**src/design/arb_pkg.sv**
```systemverilog
// Shared types, register codes, the product helper and saturation helpers for the affine bounding box block.
`timescale 1ns / 1ps

package arb_pkg;

    localparam int ADDR_W   = 5;
    localparam int DATA_W   = 32;
    localparam int PIX_MAX  = 8388607;
    localparam int PIX_MIN  = -8388608;
    localparam int DIM_MAX  = 8388607;

    typedef logic signed [23:0] pix_t;
    typedef logic        [22:0] dim_t;
    typedef logic signed [24:0] coord_t;
    typedef logic signed [48:0] prod_t;
    typedef logic signed [32:0] term_t;
    typedef logic signed [34:0] sum_t;
    typedef logic signed [35:0] span_t;
    typedef logic        [2:0]  reg_idx_t;

    localparam reg_idx_t REG_COEF_XX  = 3'd0;
    localparam reg_idx_t REG_COEF_XY  = 3'd1;
    localparam reg_idx_t REG_OFFSET_X = 3'd2;
    localparam reg_idx_t REG_COEF_YX  = 3'd3;
    localparam reg_idx_t REG_COEF_YY  = 3'd4;
    localparam reg_idx_t REG_OFFSET_Y = 3'd5;

    typedef struct packed {
        pix_t coef_xx;
        pix_t coef_xy;
        pix_t offset_x;
        pix_t coef_yx;
        pix_t coef_yy;
        pix_t offset_y;
    } cfg_t;

    // Truncated products: xa/ya scale the x coordinate, xb/yb scale the y coordinate.
    typedef struct packed {
        logic  kind;
        term_t xa0;
        term_t xa1;
        term_t xb0;
        term_t xb1;
        term_t ya0;
        term_t ya1;
        term_t yb0;
        term_t yb1;
    } term_set_t;

    // Product of a Q8.16 coefficient and a Q16.8 coordinate, floored back to Q16.8.
    function automatic term_t mul_floor(pix_t coef, coord_t coord);
        prod_t p;
        p = coef * coord;
        return p[48:16];
    endfunction

    function automatic pix_t sat_s24(sum_t v);
        pix_t r;
        if (v > sum_t'(PIX_MAX))
            r = pix_t'(PIX_MAX);
        else if (v < sum_t'(PIX_MIN))
            r = pix_t'(PIX_MIN);
        else
            r = v[23:0];
        return r;
    endfunction

    function automatic dim_t sat_u23(span_t v);
        dim_t r;
        if (v > span_t'(DIM_MAX))
            r = dim_t'(DIM_MAX);
        else if (v < span_t'(0))
            r = '0;
        else
            r = v[22:0];
        return r;
    endfunction

endpackage

```
**src/design/arb_cfg.sv**
```systemverilog
// APB register file holding the affine matrix coefficients and offsets.
`timescale 1ns / 1ps

module arb_cfg (
    input  logic                       clk,
    input  logic                       rst_n,
    input  logic                       psel,
    input  logic                       penable,
    input  logic                       pwrite,
    input  logic [arb_pkg::ADDR_W-1:0] paddr,
    input  logic [arb_pkg::DATA_W-1:0] pwdata,
    output logic [arb_pkg::DATA_W-1:0] prdata,
    output logic                       pready,
    output arb_pkg::cfg_t              cfg
);
    import arb_pkg::*;

    cfg_t     cfg_reg;
    cfg_t     cfg_next;
    reg_idx_t idx;
    pix_t     wdata;
    logic     wr_en;

    assign idx    = paddr[ADDR_W-1:2];
    assign wdata  = pwdata[23:0];
    assign wr_en  = psel && penable && pwrite;
    assign pready = 1'b1;
    assign cfg    = cfg_reg;

    always_comb
    begin
        cfg_next = cfg_reg;
        if (wr_en)
        begin
            unique case (idx)
                REG_COEF_XX:  cfg_next.coef_xx  = wdata;
                REG_COEF_XY:  cfg_next.coef_xy  = wdata;
                REG_OFFSET_X: cfg_next.offset_x = wdata;
                REG_COEF_YX:  cfg_next.coef_yx  = wdata;
                REG_COEF_YY:  cfg_next.coef_yy  = wdata;
                REG_OFFSET_Y: cfg_next.offset_y = wdata;
                default:      cfg_next = cfg_reg;
            endcase
        end
    end

    always_comb
    begin
        unique case (idx)
            REG_COEF_XX:  prdata = DATA_W'(cfg_reg.coef_xx);
            REG_COEF_XY:  prdata = DATA_W'(cfg_reg.coef_xy);
            REG_OFFSET_X: prdata = DATA_W'(cfg_reg.offset_x);
            REG_COEF_YX:  prdata = DATA_W'(cfg_reg.coef_yx);
            REG_COEF_YY:  prdata = DATA_W'(cfg_reg.coef_yy);
            REG_OFFSET_Y: prdata = DATA_W'(cfg_reg.offset_y);
            default:      prdata = '0;
        endcase
    end

    always_ff @(posedge clk or negedge rst_n)
    begin
        if (!rst_n)
        begin
            cfg_reg.coef_xx  <= pix_t'(65536);
            cfg_reg.coef_xy  <= '0;
            cfg_reg.offset_x <= '0;
            cfg_reg.coef_yx  <= '0;
            cfg_reg.coef_yy  <= pix_t'(65536);
            cfg_reg.offset_y <= '0;
        end
        else
        begin
            cfg_reg <= cfg_next;
        end
    end

endmodule

```
**config.mk**
```make
export PLATFORM = sky130hd
export DESIGN_NAME = arb_cfg
export DESIGN_NICKNAME = d
export VERILOG_FILES = /design/src/design/arb_pkg.sv /design/src/design/arb_cfg.sv
export SDC_FILE = /design/constraint.sdc
export NUM_CORES = 1
export LEC_CHECK = 0
export BUFFER_PORTS_ARGS = -buffer_cell sky130_fd_sc_hd__buf_4
export CAP_MARGIN = 20
export CORE_ASPECT_RATIO = 2
export CORE_UTILIZATION = 40
export CTS_BUF_LIST = sky130_fd_sc_hd__clkbuf_4 sky130_fd_sc_hd__clkbuf_8
export CTS_CLUSTER_DIAMETER = 150
export DETAILED_ROUTE_END_ITERATION = 8
export PLACE_DENSITY = 0.62
export RECOVER_POWER = 25
export SKIP_LAST_GASP = 1
export SLEW_MARGIN = 30
export SYNTH_ARGS = -nofsm -noshare
export SYNTH_HDL_FRONTEND = slang
export SYNTH_SLANG_ARGS = --single-unit
```
**constraint.sdc**
```tcl
create_clock -name clk -period 1.8 [get_ports clk]
set_input_delay 0.09 -clock clk [delete_from_list [all_inputs] [get_ports clk]]
set_output_delay 0.09 -clock clk [all_outputs]
set_load 0.03 [all_outputs]
```
==> results.md <==
* I/O pin cnt at 219
* Max IR drop VDD at 0.000684 V
* Final-report hold violation count at 0
* Site row count at 67
* Number of flip-flops and latches in the synthesized netlist at 144
* Register-to-register path setup slack at 0.98 ns
* Worst slack at placement at 0.182 ns
* Hold Path Stages at 4
* Internal power at 7.15 mW
* Logic gate share of total power at 37.1%
* Drt wl/cell at 20.7 um
* Signal arrival time at the worst endpoint at 1.65 ns
* Kind of critical path: flip-flop to output port
* Min cycle time layout at 1.74 ns
* Layout Nets at 779
* Highest Clock Rate at 574 MHz
* Clock root buffer: clkbuf_8
* Worst stage delay on the critical path at 0.41 ns
* Via count normalized by instance count at 5.33
* Sinks on Clock Net at 144
* DRT antenna net count at 0
* Count of cell types in the netlist at 34
* Synth Area in Adders at 0%
* Crit. End Element: output port
* Area inside the core boundary at 16,700 um2
* Maximum number of pins on one net before global-route repair at 49
* Post-synth design cell area at 6830 um2
* Total number of yosys warnings at 0
* Maximum clock path buffer count at 2
* Maximum fanout count along the critical path at 5
* Clock skew after layout at 0 ns
* Final count of pins violating max slew at 0
* Result of the run: completed
* Port Buffers at 207
* Dominant combinational cell family by area after synthesis: multiplexers
* Register clock-pin slew on the reported worst setup and hold paths at 0.09 ns
* Source of the worst hold timing path: paddr[2]
* Slew at the pin closest to its max-slew limit at 1.25 ns
* Clock latency on the worst-skew pair at 0.43 ns
* Area of the die at 17,600 um2
* Average instance area after synthesis at 13.8 um2
* Width of the die at 94.4 um
* Flip-flop count of the largest register, all copies and words added at 144
* Sequential fraction of the synthesis area at 52.8%
* Number of fill cells in the layout at 1,472
* H-Tree Level Count at 4
* Wire length of the first global-routing pass at 30,400 um
* Fraction of final layout cells sized beyond drive strength 1 at 60.4%
* Launch instance of the worst register-to-register path: cfg[28]
* Fraction of the core area covered by cells at the end of the flow at 56.6%
* Worst path required time at 1.71 ns
* Final global-route overflow total at 0
* Iteration-0 DRC Markers at 154
* Fraction of power spent switching nets at 37.2%
* Part of the power in the clock network at 23.8%
* GRT Util Overall at 23.1%
* XOR/XNOR share of the synthesized area at 0%
* Layout Cell Area excl Fill at 9440 um2
* Number of clock buffers inserted by TritonCTS at 17
* Simple-gate share of the synthesized area at 4.27%
* Reg power frac at 39.0%
* Placed wire-length estimate at 14,200 um
* Power Dens Cells at 1210 nW/um2
* Total nets after synthesis at 536
* Fin worst setup slack at 0.0589 ns
* Multiplexer share of the synthesized area at 33.2%
* Tightest slew margin relative to the limit at 17.0%
* Startpoint kind of the worst setup timing path: flip-flop
* Sequence of cells on the critical path: mux2_2, a21oi_4, o21ai_2, buf_4
* Unrepaired setup endpoints after global routing: yes
* Path type of the worst min-delay path: input port to flip-flop
* DR DRC count at 0
* Initial Utilization at 40.9%
* TritonCTS clock tree: built
* Leakage power at 4.63 nW
* Via count at 5,110
* Number of cells produced by synthesis at 494
* Final setup TNS at 0 ns
* Post-route fraction of the period consumed by the critical path at 96.7%
* Power, Total at 11.4 mW
* Max cap viols at 0
* Placer congestion estimate at 0.782
* Placement Cell Area at 8730 um2
* Area growth syn-to-layout at 38.3%
* Worst reg2reg path depth at 1
* Switch Pwr at 4.23 mW
* Pre-Repair DR Iteration Count at 4
* Total wire length after detailed routing at 19,800 um
* Endpoint, Worst Hold: cfg[89]
* Compound-cell area share of the yosys netlist at 5.90%
* Number of antenna violations at the first check in global routing at 1
* Destination of the worst register-to-register timing path: cfg[28]
* Via count of the first global-routing pass at 5,289
* Final setup vio count at 0
* Slowest stage cell, crit path: dfrtp_1
* Vertical extent of the die at 187 um
==> timing repair <==
action | in CTS | in global routing
setup endpoints to repair | 0 | 12
gates resized for setup | 0 | 6
endpoints found under the hold margin | 224 | 0
hold buffers | 25 | 0
buffers inserted | 0 | 3
==> power groups by stage <==
stage	registers (mW)	clock network, mW	logic [mW]
floorplan	5.62	0	1.31
global placement	4.45	0	4.12
detailed placement	4.50	0	4.17
CTS	4.44	2.76	4.22
global route	4.53	2.91	4.43
finish	4.44	2.71	4.23
==> cell usage after synthesis <==
master      n  area share [%]
o32a_1      4            0.59
or3_1       3            0.28
nand2_1    18            0.99
nand2b_1    3            0.28
nand4_1     1           0.092
a221oi_1    5            0.64
a21o_1      1            0.11
a21oi_1    19             1.4
dfstp_2     2            0.77
buf_2      16             1.2
buf_4      11             1.2
a31oi_1     5            0.46
nor3b_1     7            0.77
inv_2       1           0.055
mux2i_1    32             4.7
mux2_2    146              24
nand4b_4    1            0.35
nor2_2      2            0.18
and3_1      2            0.18
a211oi_1    1            0.11
dfrtp_1   142              52
a211o_1     6            0.77
mux2_4     20             4.4
o21ai_0    11            0.81
buf_1       6            0.33
nor2b_1     1           0.092
o221ai_1    8             1.0
and3b_1     5            0.64
nand3_1     1           0.073
clkbuf_1    6            0.33
buf_6       4            0.66
conb_1      1           0.055
nor3_2      2            0.29
nor2_1      1           0.055
==> placed cells by master (no fill, tap or decap), drive strengths merged, types with 6 or more instances in the layout <==
master,n
o221ai,8
mux2,166
a21oi,19
nand2,18
nor3b,7
dfrtp,142
mux2i,32
o21ai,12
buf,236
a211o,6
dlygate4sd3,25
clkbuf,25
==> cells by family (layout without fill, tap and decap cells) <==
logic type      after synthesis  in the layout
buf+inv                      44            299
flops                       144            144
other cells                   1              2
simple gates                 47             47
mux                         198            198
compound gates               60             61
==> routing by layer <==
metal / global-route usage [%] / wire length [um] / vias up / share of wire, %
met5: 0 / 0 / - / 0
met4: 9.29 / 484 / 0 / 2.4
met3: 4.28 / 885 / 27 / 4.5
met2: 41.2 / 10900 / 148 / 55
met1: 26.4 / 7560 / 2639 / 38
li1: - / - / 2296 / -
==> area by class of cell <==
class                      count  area (um2)  share of cell area (%)
sequential                   144        3610                    38.2
multi-input combinational    307        3030                    32.1
timing repair buffer         266        2110                    22.3
clock buffer                  20         269                    2.85
tap                          207         259                    2.74
clock inverter                12         159                    1.68
inverter                       1        3.75                  0.0398
antenna                        1        2.50                  0.0265
==> worst max path at each step <==
stage	end	slack, ns	from
6_report	prdata[28]	0.06	cfg[23]
5_1_grt	prdata[28]	-0.01	cfg[47]
4_1_cts	prdata[29]	0.03	cfg[47]
3_5_place_dp	cfg[102]	0.18	paddr[4]
3_3_place_gp	cfg[115]	0.18	paddr[4]
2_1_floorplan	prdata[24]	0.07	paddr[4]
==> per-stage QoR <==
stage	hold slack (ns)	instances
floorplan	-0.206	494
global placement	0.0551	896
detailed placement	0.0634	896
CTS	0.151	953
global route	0.294	958
finish	0.311	958
==> critical path, delay by kind of cell, from the launching register on <==
| family | cells | cell delay, ns |
|---|---|---|
| flip-flops | 1 | 0.41 |
| buffers and inverters | 1 | 0.19 |
| multiplexers | 1 | 0.30 |
| AO/OA/AOI/OAI | 2 | 0.31 |
(Power assumes the default switching activity.)
