File: src/design/arb_pkg.sv
// Shared types, register codes, the product helper and saturation helpers for the affine bounding box block.
`timescale 1ns / 1ps

package arb_pkg;

    localparam int ADDR_W   = 5;
    localparam int DATA_W   = 32;
    localparam int PIX_MAX  = 8388607;
    localparam int PIX_MIN  = -8388608;
    localparam int DIM_MAX  = 8388607;

    typedef logic signed [23:0] pix_t;
    typedef logic        [22:0] dim_t;
    typedef logic signed [24:0] coord_t;
    typedef logic signed [48:0] prod_t;
    typedef logic signed [32:0] term_t;
    typedef logic signed [34:0] sum_t;
    typedef logic signed [35:0] span_t;
    typedef logic        [2:0]  reg_idx_t;

    localparam reg_idx_t REG_COEF_XX  = 3'd0;
    localparam reg_idx_t REG_COEF_XY  = 3'd1;
    localparam reg_idx_t REG_OFFSET_X = 3'd2;
    localparam reg_idx_t REG_COEF_YX  = 3'd3;
    localparam reg_idx_t REG_COEF_YY  = 3'd4;
    localparam reg_idx_t REG_OFFSET_Y = 3'd5;

    typedef struct packed {
        pix_t coef_xx;
        pix_t coef_xy;
        pix_t offset_x;
        pix_t coef_yx;
        pix_t coef_yy;
        pix_t offset_y;
    } cfg_t;

    // Truncated products: xa/ya scale the x coordinate, xb/yb scale the y coordinate.
    typedef struct packed {
        logic  kind;
        term_t xa0;
        term_t xa1;
        term_t xb0;
        term_t xb1;
        term_t ya0;
        term_t ya1;
        term_t yb0;
        term_t yb1;
    } term_set_t;

    // Product of a Q8.16 coefficient and a Q16.8 coordinate, floored back to Q16.8.
    function automatic term_t mul_floor(pix_t coef, coord_t coord);
        prod_t p;
        p = coef * coord;
        return p[48:16];
    endfunction

    function automatic pix_t sat_s24(sum_t v);
        pix_t r;
        if (v > sum_t'(PIX_MAX))
            r = pix_t'(PIX_MAX);
        else if (v < sum_t'(PIX_MIN))
            r = pix_t'(PIX_MIN);
        else
            r = v[23:0];
        return r;
    endfunction

    function automatic dim_t sat_u23(span_t v);
        dim_t r;
        if (v > span_t'(DIM_MAX))
            r = dim_t'(DIM_MAX);
        else if (v < span_t'(0))
            r = '0;
        else
            r = v[22:0];
        return r;
    endfunction

endpackage

File: src/design/arb_out_if.sv
// Bounding box output channel: valid/ready handshake with origin and size payload.
`timescale 1ns / 1ps

interface arb_out_if;
    import arb_pkg::*;

    logic valid;
    logic ready;
    pix_t out_x;
    pix_t out_y;
    dim_t out_w;
    dim_t out_h;

    modport source (output valid, out_x, out_y, out_w, out_h, input ready);
    modport sink   (input valid, out_x, out_y, out_w, out_h, output ready);
endinterface

File: src/design/arb_reduce.sv
// Bounding stages: per-term extremes, sums with offsets, then saturation into the output register.
`timescale 1ns / 1ps

module arb_reduce (
    input  logic               clk,
    input  logic               rst_n,
    input  arb_pkg::cfg_t      cfg,
    input  logic               term_valid,
    output logic               term_ready,
    input  arb_pkg::term_set_t term,
    arb_out_if.source          bbox
);
    import arb_pkg::*;

    typedef struct packed {
        logic  kind;
        term_t xa_lo;
        term_t xa_hi;
        term_t xb_lo;
        term_t xb_hi;
        term_t ya_lo;
        term_t ya_hi;
        term_t yb_lo;
        term_t yb_hi;
    } bound_t;

    typedef struct packed {
        logic kind;
        sum_t min_x;
        sum_t max_x;
        sum_t min_y;
        sum_t max_y;
    } extent_t;

    logic    c_valid_reg;
    logic    c_ready;
    bound_t  c_reg;
    bound_t  c_next;
    logic    d_valid_reg;
    logic    d_ready;
    extent_t d_reg;
    extent_t d_next;
    logic    e_valid_reg;
    logic    e_ready;
    logic    e_kind_reg;
    pix_t    e_x_reg;
    pix_t    e_y_reg;
    dim_t    e_w_reg;
    dim_t    e_h_reg;
    span_t   span_x;
    span_t   span_y;

    assign e_ready    = !e_valid_reg || bbox.ready;
    assign d_ready    = !d_valid_reg || e_ready;
    assign c_ready    = !c_valid_reg || d_ready;
    assign term_ready = c_ready;

    assign bbox.valid = e_valid_reg;
    assign bbox.out_x = e_x_reg;
    assign bbox.out_y = e_y_reg;
    assign bbox.out_w = e_w_reg;
    assign bbox.out_h = e_h_reg;

    // The corner set pairs each x edge with each y edge, so the extremes of
    // a sum split into the extremes of each term. A point keeps only the first corner.
    always_comb
    begin
        c_next.kind  = term.kind;
        c_next.xa_lo = term.xa0;
        c_next.xa_hi = term.xa0;
        c_next.xb_lo = term.xb0;
        c_next.xb_hi = term.xb0;
        c_next.ya_lo = term.ya0;
        c_next.ya_hi = term.ya0;
        c_next.yb_lo = term.yb0;
        c_next.yb_hi = term.yb0;
        if (term.kind)
        begin
            if (term.xa1 < term.xa0) c_next.xa_lo = term.xa1;
            else                     c_next.xa_hi = term.xa1;
            if (term.xb1 < term.xb0) c_next.xb_lo = term.xb1;
            else                     c_next.xb_hi = term.xb1;
            if (term.ya1 < term.ya0) c_next.ya_lo = term.ya1;
            else                     c_next.ya_hi = term.ya1;
            if (term.yb1 < term.yb0) c_next.yb_lo = term.yb1;
            else                     c_next.yb_hi = term.yb1;
        end
    end

    always_comb
    begin
        d_next.kind  = c_reg.kind;
        d_next.min_x = sum_t'(c_reg.xa_lo) + sum_t'(c_reg.xb_lo) + sum_t'(cfg.offset_x);
        d_next.max_x = sum_t'(c_reg.xa_hi) + sum_t'(c_reg.xb_hi) + sum_t'(cfg.offset_x);
        d_next.min_y = sum_t'(c_reg.ya_lo) + sum_t'(c_reg.yb_lo) + sum_t'(cfg.offset_y);
        d_next.max_y = sum_t'(c_reg.ya_hi) + sum_t'(c_reg.yb_hi) + sum_t'(cfg.offset_y);
    end

    // Width and height come from the unsaturated extremes.
    assign span_x = span_t'(d_reg.max_x) - span_t'(d_reg.min_x);
    assign span_y = span_t'(d_reg.max_y) - span_t'(d_reg.min_y);

    always_ff @(posedge clk or negedge rst_n)
    begin
        if (!rst_n)
        begin
            c_valid_reg <= 1'b0;
            d_valid_reg <= 1'b0;
            e_valid_reg <= 1'b0;
        end
        else
        begin
            if (c_ready)
                c_valid_reg <= term_valid;
            if (d_ready)
                d_valid_reg <= c_valid_reg;
            if (e_ready)
                e_valid_reg <= d_valid_reg;
        end
    end

    always_ff @(posedge clk)
    begin
        if (c_ready)
            c_reg <= c_next;
        if (d_ready)
            d_reg <= d_next;
        if (e_ready)
        begin
            e_kind_reg <= d_reg.kind;
            e_x_reg    <= sat_s24(d_reg.min_x);
            e_y_reg    <= sat_s24(d_reg.min_y);
            e_w_reg    <= d_reg.kind ? sat_u23(span_x) : '0;
            e_h_reg    <= d_reg.kind ? sat_u23(span_y) : '0;
        end
    end

    a_bound_order: assert property (@(posedge clk) disable iff (!rst_n)
        c_valid_reg |-> (c_reg.xa_lo <= c_reg.xa_hi) && (c_reg.xb_lo <= c_reg.xb_hi)
                     && (c_reg.ya_lo <= c_reg.ya_hi) && (c_reg.yb_lo <= c_reg.yb_hi))
        else $error("term extremes out of order");

    a_extent_order: assert property (@(posedge clk) disable iff (!rst_n)
        d_valid_reg |-> (d_reg.min_x <= d_reg.max_x) && (d_reg.min_y <= d_reg.max_y))
        else $error("bounding box extremes out of order");

    a_point_size: assert property (@(posedge clk) disable iff (!rst_n)
        (e_valid_reg && !e_kind_reg) |-> (bbox.out_w == '0) && (bbox.out_h == '0))
        else $error("point transaction produced a nonzero size");

endmodule

File: src/flat_wrapper.sv
// flat-port wrapper written by rule: the top's interface ports become plain ports
module arb_reduce_flat import arb_pkg::*;
  (clk, rst_n, cfg, term_valid, term_ready, term, bbox_valid, bbox_out_x, bbox_out_y, bbox_out_w, bbox_out_h, bbox_ready);
  arb_out_if bbox_i ();
  input  logic clk;
  input  logic rst_n;
  input  arb_pkg::cfg_t cfg;
  input  logic term_valid;
  output logic term_ready;
  input  arb_pkg::term_set_t term;
  output wire logic [$bits(bbox_i.valid)-1:0] bbox_valid;
  output wire logic [$bits(bbox_i.out_x)-1:0] bbox_out_x;
  output wire logic [$bits(bbox_i.out_y)-1:0] bbox_out_y;
  output wire logic [$bits(bbox_i.out_w)-1:0] bbox_out_w;
  output wire logic [$bits(bbox_i.out_h)-1:0] bbox_out_h;
  input wire logic [$bits(bbox_i.ready)-1:0] bbox_ready;
  assign bbox_valid = bbox_i.valid;
  assign bbox_out_x = bbox_i.out_x;
  assign bbox_out_y = bbox_i.out_y;
  assign bbox_out_w = bbox_i.out_w;
  assign bbox_out_h = bbox_i.out_h;
  assign bbox_i.ready = bbox_ready;
  arb_reduce u_core (.clk(clk), .rst_n(rst_n), .cfg(cfg), .term_valid(term_valid), .term_ready(term_ready), .term(term), .bbox(bbox_i));
endmodule
File: config.mk
export PLATFORM = sky130hd
export DESIGN_NAME = arb_reduce_flat
export DESIGN_NICKNAME = d
export VERILOG_FILES = /design/src/design/arb_pkg.sv /design/src/design/arb_out_if.sv /design/src/design/arb_reduce.sv /design/src/flat_wrapper.sv
export SDC_FILE = /design/constraint.sdc
export NUM_CORES = 1
export LEC_CHECK = 0
export ABC_CLOCK_PERIOD_IN_PS = 23400
export BUFFER_PORTS_ARGS = -buffer_cell sky130_fd_sc_hd__buf_2
export CAP_MARGIN = 15
export CORE_MARGIN = 10
export CORE_UTILIZATION = 64
export DETAILED_ROUTE_END_ITERATION = 8
export PLACE_DENSITY = 0.93
export SLEW_MARGIN = 20
export SYNTH_ARGS = -nofsm -noshare
export SYNTH_HDL_FRONTEND = slang
export SYNTH_SLANG_ARGS = --single-unit
File: constraint.sdc
create_clock -name clk -period 23.4 [get_ports clk]
set_input_delay 1.17 -clock clk [delete_from_list [all_inputs] [get_ports clk]]
set_output_delay 1.17 -clock clk [all_outputs]
set_load 0.1 [all_outputs]
==> run summary <==
The number of vias after detailed routing came out at ~27k. After clock tree synthesis, the clock-pin slew on the worst setup and hold paths is 0.06 ns. The net count reported at finish came out at 4368. The number of buffers created by CTS came out at between 50 and 60. The violation count after the first detailed-route iteration is around 2.7k. The highest cell delay on the worst timing path is 0.91 ns.

The count of antenna-violating nets left after detailed routing came out at 0. Data arrives at the worst endpoint at 5.16 ns. The synthesized flop and latch total came out at just over 500. The via density per instance is about 6.4. In the final routed layout, each cell accounts on average for 23.89 microns. The tightest min-delay check is of the in -> async type.

The critical path is of the in -> reg type. Once routing completed, OpenROAD measured the worst setup slack at ~19 ns. For this run, global-route usage on met3 was measured as approximately 7.6%.

The x dimension of the die came out at 255.9 microns. The tree is rooted in a sky130_fd_sc_hd__clkbuf_16. Sorting the synthesized cells by area gives the leading types as sky130_fd_sc_hd__edfxtp_1, sky130_fd_sc_hd__ha_1, sky130_fd_sc_hd__mux2_2. The number of violations of the max-capacitance limit came out at 0.

The number of nets in the synthesized netlist is a little under 4k. In this run the count of I/O pins placed on the die edge is 509. The post-CTS resize count came out at 0. The post-synthesis area per instance is 11.57 sq um. The global-route wire length before repair is 158300 microns. The final-report hold violation count came out at 0. The total wirelength of the detailed-routed design is 102700 microns. Measured along the y axis, the die boundary spans 255.9 microns.

The number of buffers inserted by hold repair at cts is 0. In the layout the commonest cells are sky130_fd_sc_hd__edfxtp_1, sky130_fd_sc_hd__buf_2, sky130_fd_sc_hd__ha_1. The maximum clock path buffer count is 3.

The maximum number of pins on one net before global-route repair is between 80 and 90. The congestion estimate from routability-driven global placement came to a little under 1. The starting density of the core came out at 64.66%.

Setup repair after global routing left no endpoint under its margin. The routing usage on met2 is 51.41%. The area added between synthesis and finish came out at 13.19%. In this run the standard cell core region covers 55090 sq um.

Buffers added to address setup during post-CTS repair amount to 0. The overall die area is roughly 65000 sq um. The via count of the first global-routing pass is 28.00k. The post-route worst hold slack came out at 0.3434 ns.

The number of sinks driven by the clock tree came out at roughly 500. For this run, the leading register cell type out of synthesis is sky130_fd_sc_hd__edfxtp_1. The share of the yosys chip area belonging to registers is 42.36%. Traced cell by cell, the critical path runs through buf_2 -> fa_1 -> ha_1 -> inv_1 -> fa_1 -> nor2b_1 -> o31a_1 -> o21ai_0 -> o311ai_0 -> a211o_1 -> o31a_1 -> a21oi_1 -> o21bai_1 -> a21oi_1 -> xnor2_1. The worst reg-to-reg setup slack came out at 18.88 ns. For this run, the total global-route usage over all layers was measured as 30.58%. For this run, the top clock speed supported by timing is 0.2079 GHz. Dividing total power by cell area gives a power density of between 100 and 150 nW/um^2. The post-placement setup slack is ~18 ns. The maximum clock skew at final layout came out at about 0.016 ns. The number of enable-type register cells in the synthesized netlist is 500. The largest voltage drop on the vdd net came out at 0.0001541 V. The combined area of all synthesized cells is 35620 sq um. The number of flip-flops in the largest register came out at 265. The met1 usage is a little over a third. The slew at the pin closest to its max-slew limit is 1.182 ns.

The finished layout cell area is 40320 sq um. The number of max-slew violations in the final report is 0. The count of input and output buffers came out at 412. STA classifies the critical path startpoint as an input port. The count of endpoints failing setup in the final report came out at 0. The highest fanout seen on the critical path is 4. The most common cell after layout, fill and taps aside is sky130_fd_sc_hd__edfxtp_1. The final clock period utilization by the worst path came out at 20.55%.

The synthesis warning total is 0. The distinct cell type count of the synthesized netlist is 84. The layer with the highest usage after global routing is met2. For this run, the detailed router's first-pass iteration total came to 7.

The number of rows created at floorplan is 86. The clock period minus final worst setup slack came out at 4.809 ns. The cell taking the most area after synthesis is sky130_fd_sc_hd__edfxtp_1. The clock reaches the later pin of the worst-skew pair after 0.62 ns. The share of flip-flops with an asynchronous set or reset came out at less than 1%. The top-area cell type share of the netlist area came out at 42.15%. The remaining routing DRC violations is 0. In this run the cell area measured after placement is about 38000 sq um. The post-synthesis cell count came out at 3080. Headroom to the max-slew limit came out at 21.23%.

Summed over all nets, the half-perimeter wirelength after detailed placement is 79240 microns. The total design power came out at 0.005580 W. The accumulated negative setup slack is 0 ns.

The cell leakage power is approximately 18 nW. The slowest stage of the critical path is the sky130_fd_sc_hd__o311ai_0 cell. The worst setup path is captured at a flip-flop. The run finished with clean final reports. STA puts the critical path data required time at 23.76 ns. The TritonCTS clock tree is yes. The initial antenna violation count came out at 41. The post-route netlist has 23.09% of its cells at a drive strength greater than 1. The H-tree depth reported by CTS came out at 2. The total grt overflow is 0.
[path summary, 6_finish.rpt]
path,endpoint,depth (start not counted),startpoint
worst max-delay path,u_core.d_reg[31]$_DFFE_PP_,15,cfg[1]
min in group clk,u_core.d_reg[140]$_DFFE_PP_,0,u_core.c_reg[264]$_DFFE_PP_
max in group asynchronous,u_core.d_valid_reg$_DFFE_PN0P_,1,rst_n
worst max register to register,u_core.d_reg[31]$_DFFE_PP_,14,u_core.c_reg[1]$_DFFE_PP_
worst min register to register,u_core.d_reg[140]$_DFFE_PP_,0,u_core.c_reg[264]$_DFFE_PP_
worst min-delay path,u_core.bbox.valid$_DFFE_PN0P_,1,rst_n
[synthesized netlist by cell type, types with 35 or more instances]
| cell type | n |
|---|---|
| sky130_fd_sc_hd__o21ai_0 | 125 |
| sky130_fd_sc_hd__xnor2_1 | 108 |
| sky130_fd_sc_hd__nand4_1 | 41 |
| sky130_fd_sc_hd__edfxtp_1 | 500 |
| sky130_fd_sc_hd__nand3_1 | 39 |
| sky130_fd_sc_hd__a31oi_1 | 59 |
| sky130_fd_sc_hd__a21o_1 | 154 |
| sky130_fd_sc_hd__ha_1 | 330 |
| sky130_fd_sc_hd__a21oi_1 | 223 |
| sky130_fd_sc_hd__nand2_1 | 118 |
| sky130_fd_sc_hd__xor2_1 | 52 |
| sky130_fd_sc_hd__nand2b_1 | 35 |
| sky130_fd_sc_hd__fa_1 | 138 |
| sky130_fd_sc_hd__nor2_1 | 136 |
| sky130_fd_sc_hd__inv_1 | 288 |
| sky130_fd_sc_hd__mux2_2 | 258 |
| sky130_fd_sc_hd__nor3_1 | 36 |
| sky130_fd_sc_hd__clkbuf_1 | 45 |
| sky130_fd_sc_hd__o21a_1 | 63 |
[stage by stage]
| stage | util, % | cells |
|---|---|---|
| 2_1_floorplan | - | 3080 |
| 5_1_grt | 73.15 | 4292 |
| 3_5_place_dp | 69.85 | 4178 |
| 4_1_cts | 73.04 | 4275 |
| 3_3_place_gp | 69.83 | 4178 |
| 6_report | 73.19 | 4300 |
[critical path, delay by kind of cell]
kind,cells,cell delay (ns)
AO/OA/AOI/OAI,8,2.33
adder cells (fa/ha/maj),3,1.16
XOR/XNOR,1,0.14
buffers and inverters,2,0.19
AND/OR/NAND/NOR,1,0.17
[kinds of logic (layout without fill, tap and decap cells)]
| group | Yosys count | count (layout) | synth area share, % |
|---|---|---|---|
| and+or+nand+nor | 518 | 518 | 7.242 |
| adders and majority gates | 468 | 468 | 19.35 |
| DFF | 503 | 503 | 42.36 |
| xor gates and xnor gates | 160 | 160 | 3.934 |
| AOI/OAI and AO/OA | 796 | 796 | 14.56 |
| buffers and inverters | 367 | 816 | 4.092 |
| other | 0 | 23 | 0 |
| muxes | 268 | 268 | 8.472 |
[power breakdown]
group,total [W],switching (W),internal (W)
Clock,0.000869,0.000364,0.000504
Combinational,0.00319,0.00210,0.00109
Sequential,0.00152,0.000142,0.00138
Total,0.00558,0.00261,0.00297
[layout make-up]
class | count | area (sq um)
timing repair buffer | 431 | 2212
clock inverter | 36 | 360.3
inverter | 288 | 1081
fill | 3570 | 14770
tap | 748 | 935.9
multi-input combinational | 2210 | 19190
sequential | 503 | 15090
clock buffer | 61 | 1399
antenna | 23 | 57.56
[layer usage]
layer / routed length, microns / vias to the layer above / part of all wire [%]
met3: 9631 / 321 / 9.4
met4: 5034 / 36 / 4.9
met5: 273 / - / 0.27
met2: 49790 / 1520 / 48
li1: - / 12260 / -
met1: 37990 / 13190 / 37
(Power assumes the default switching activity.)
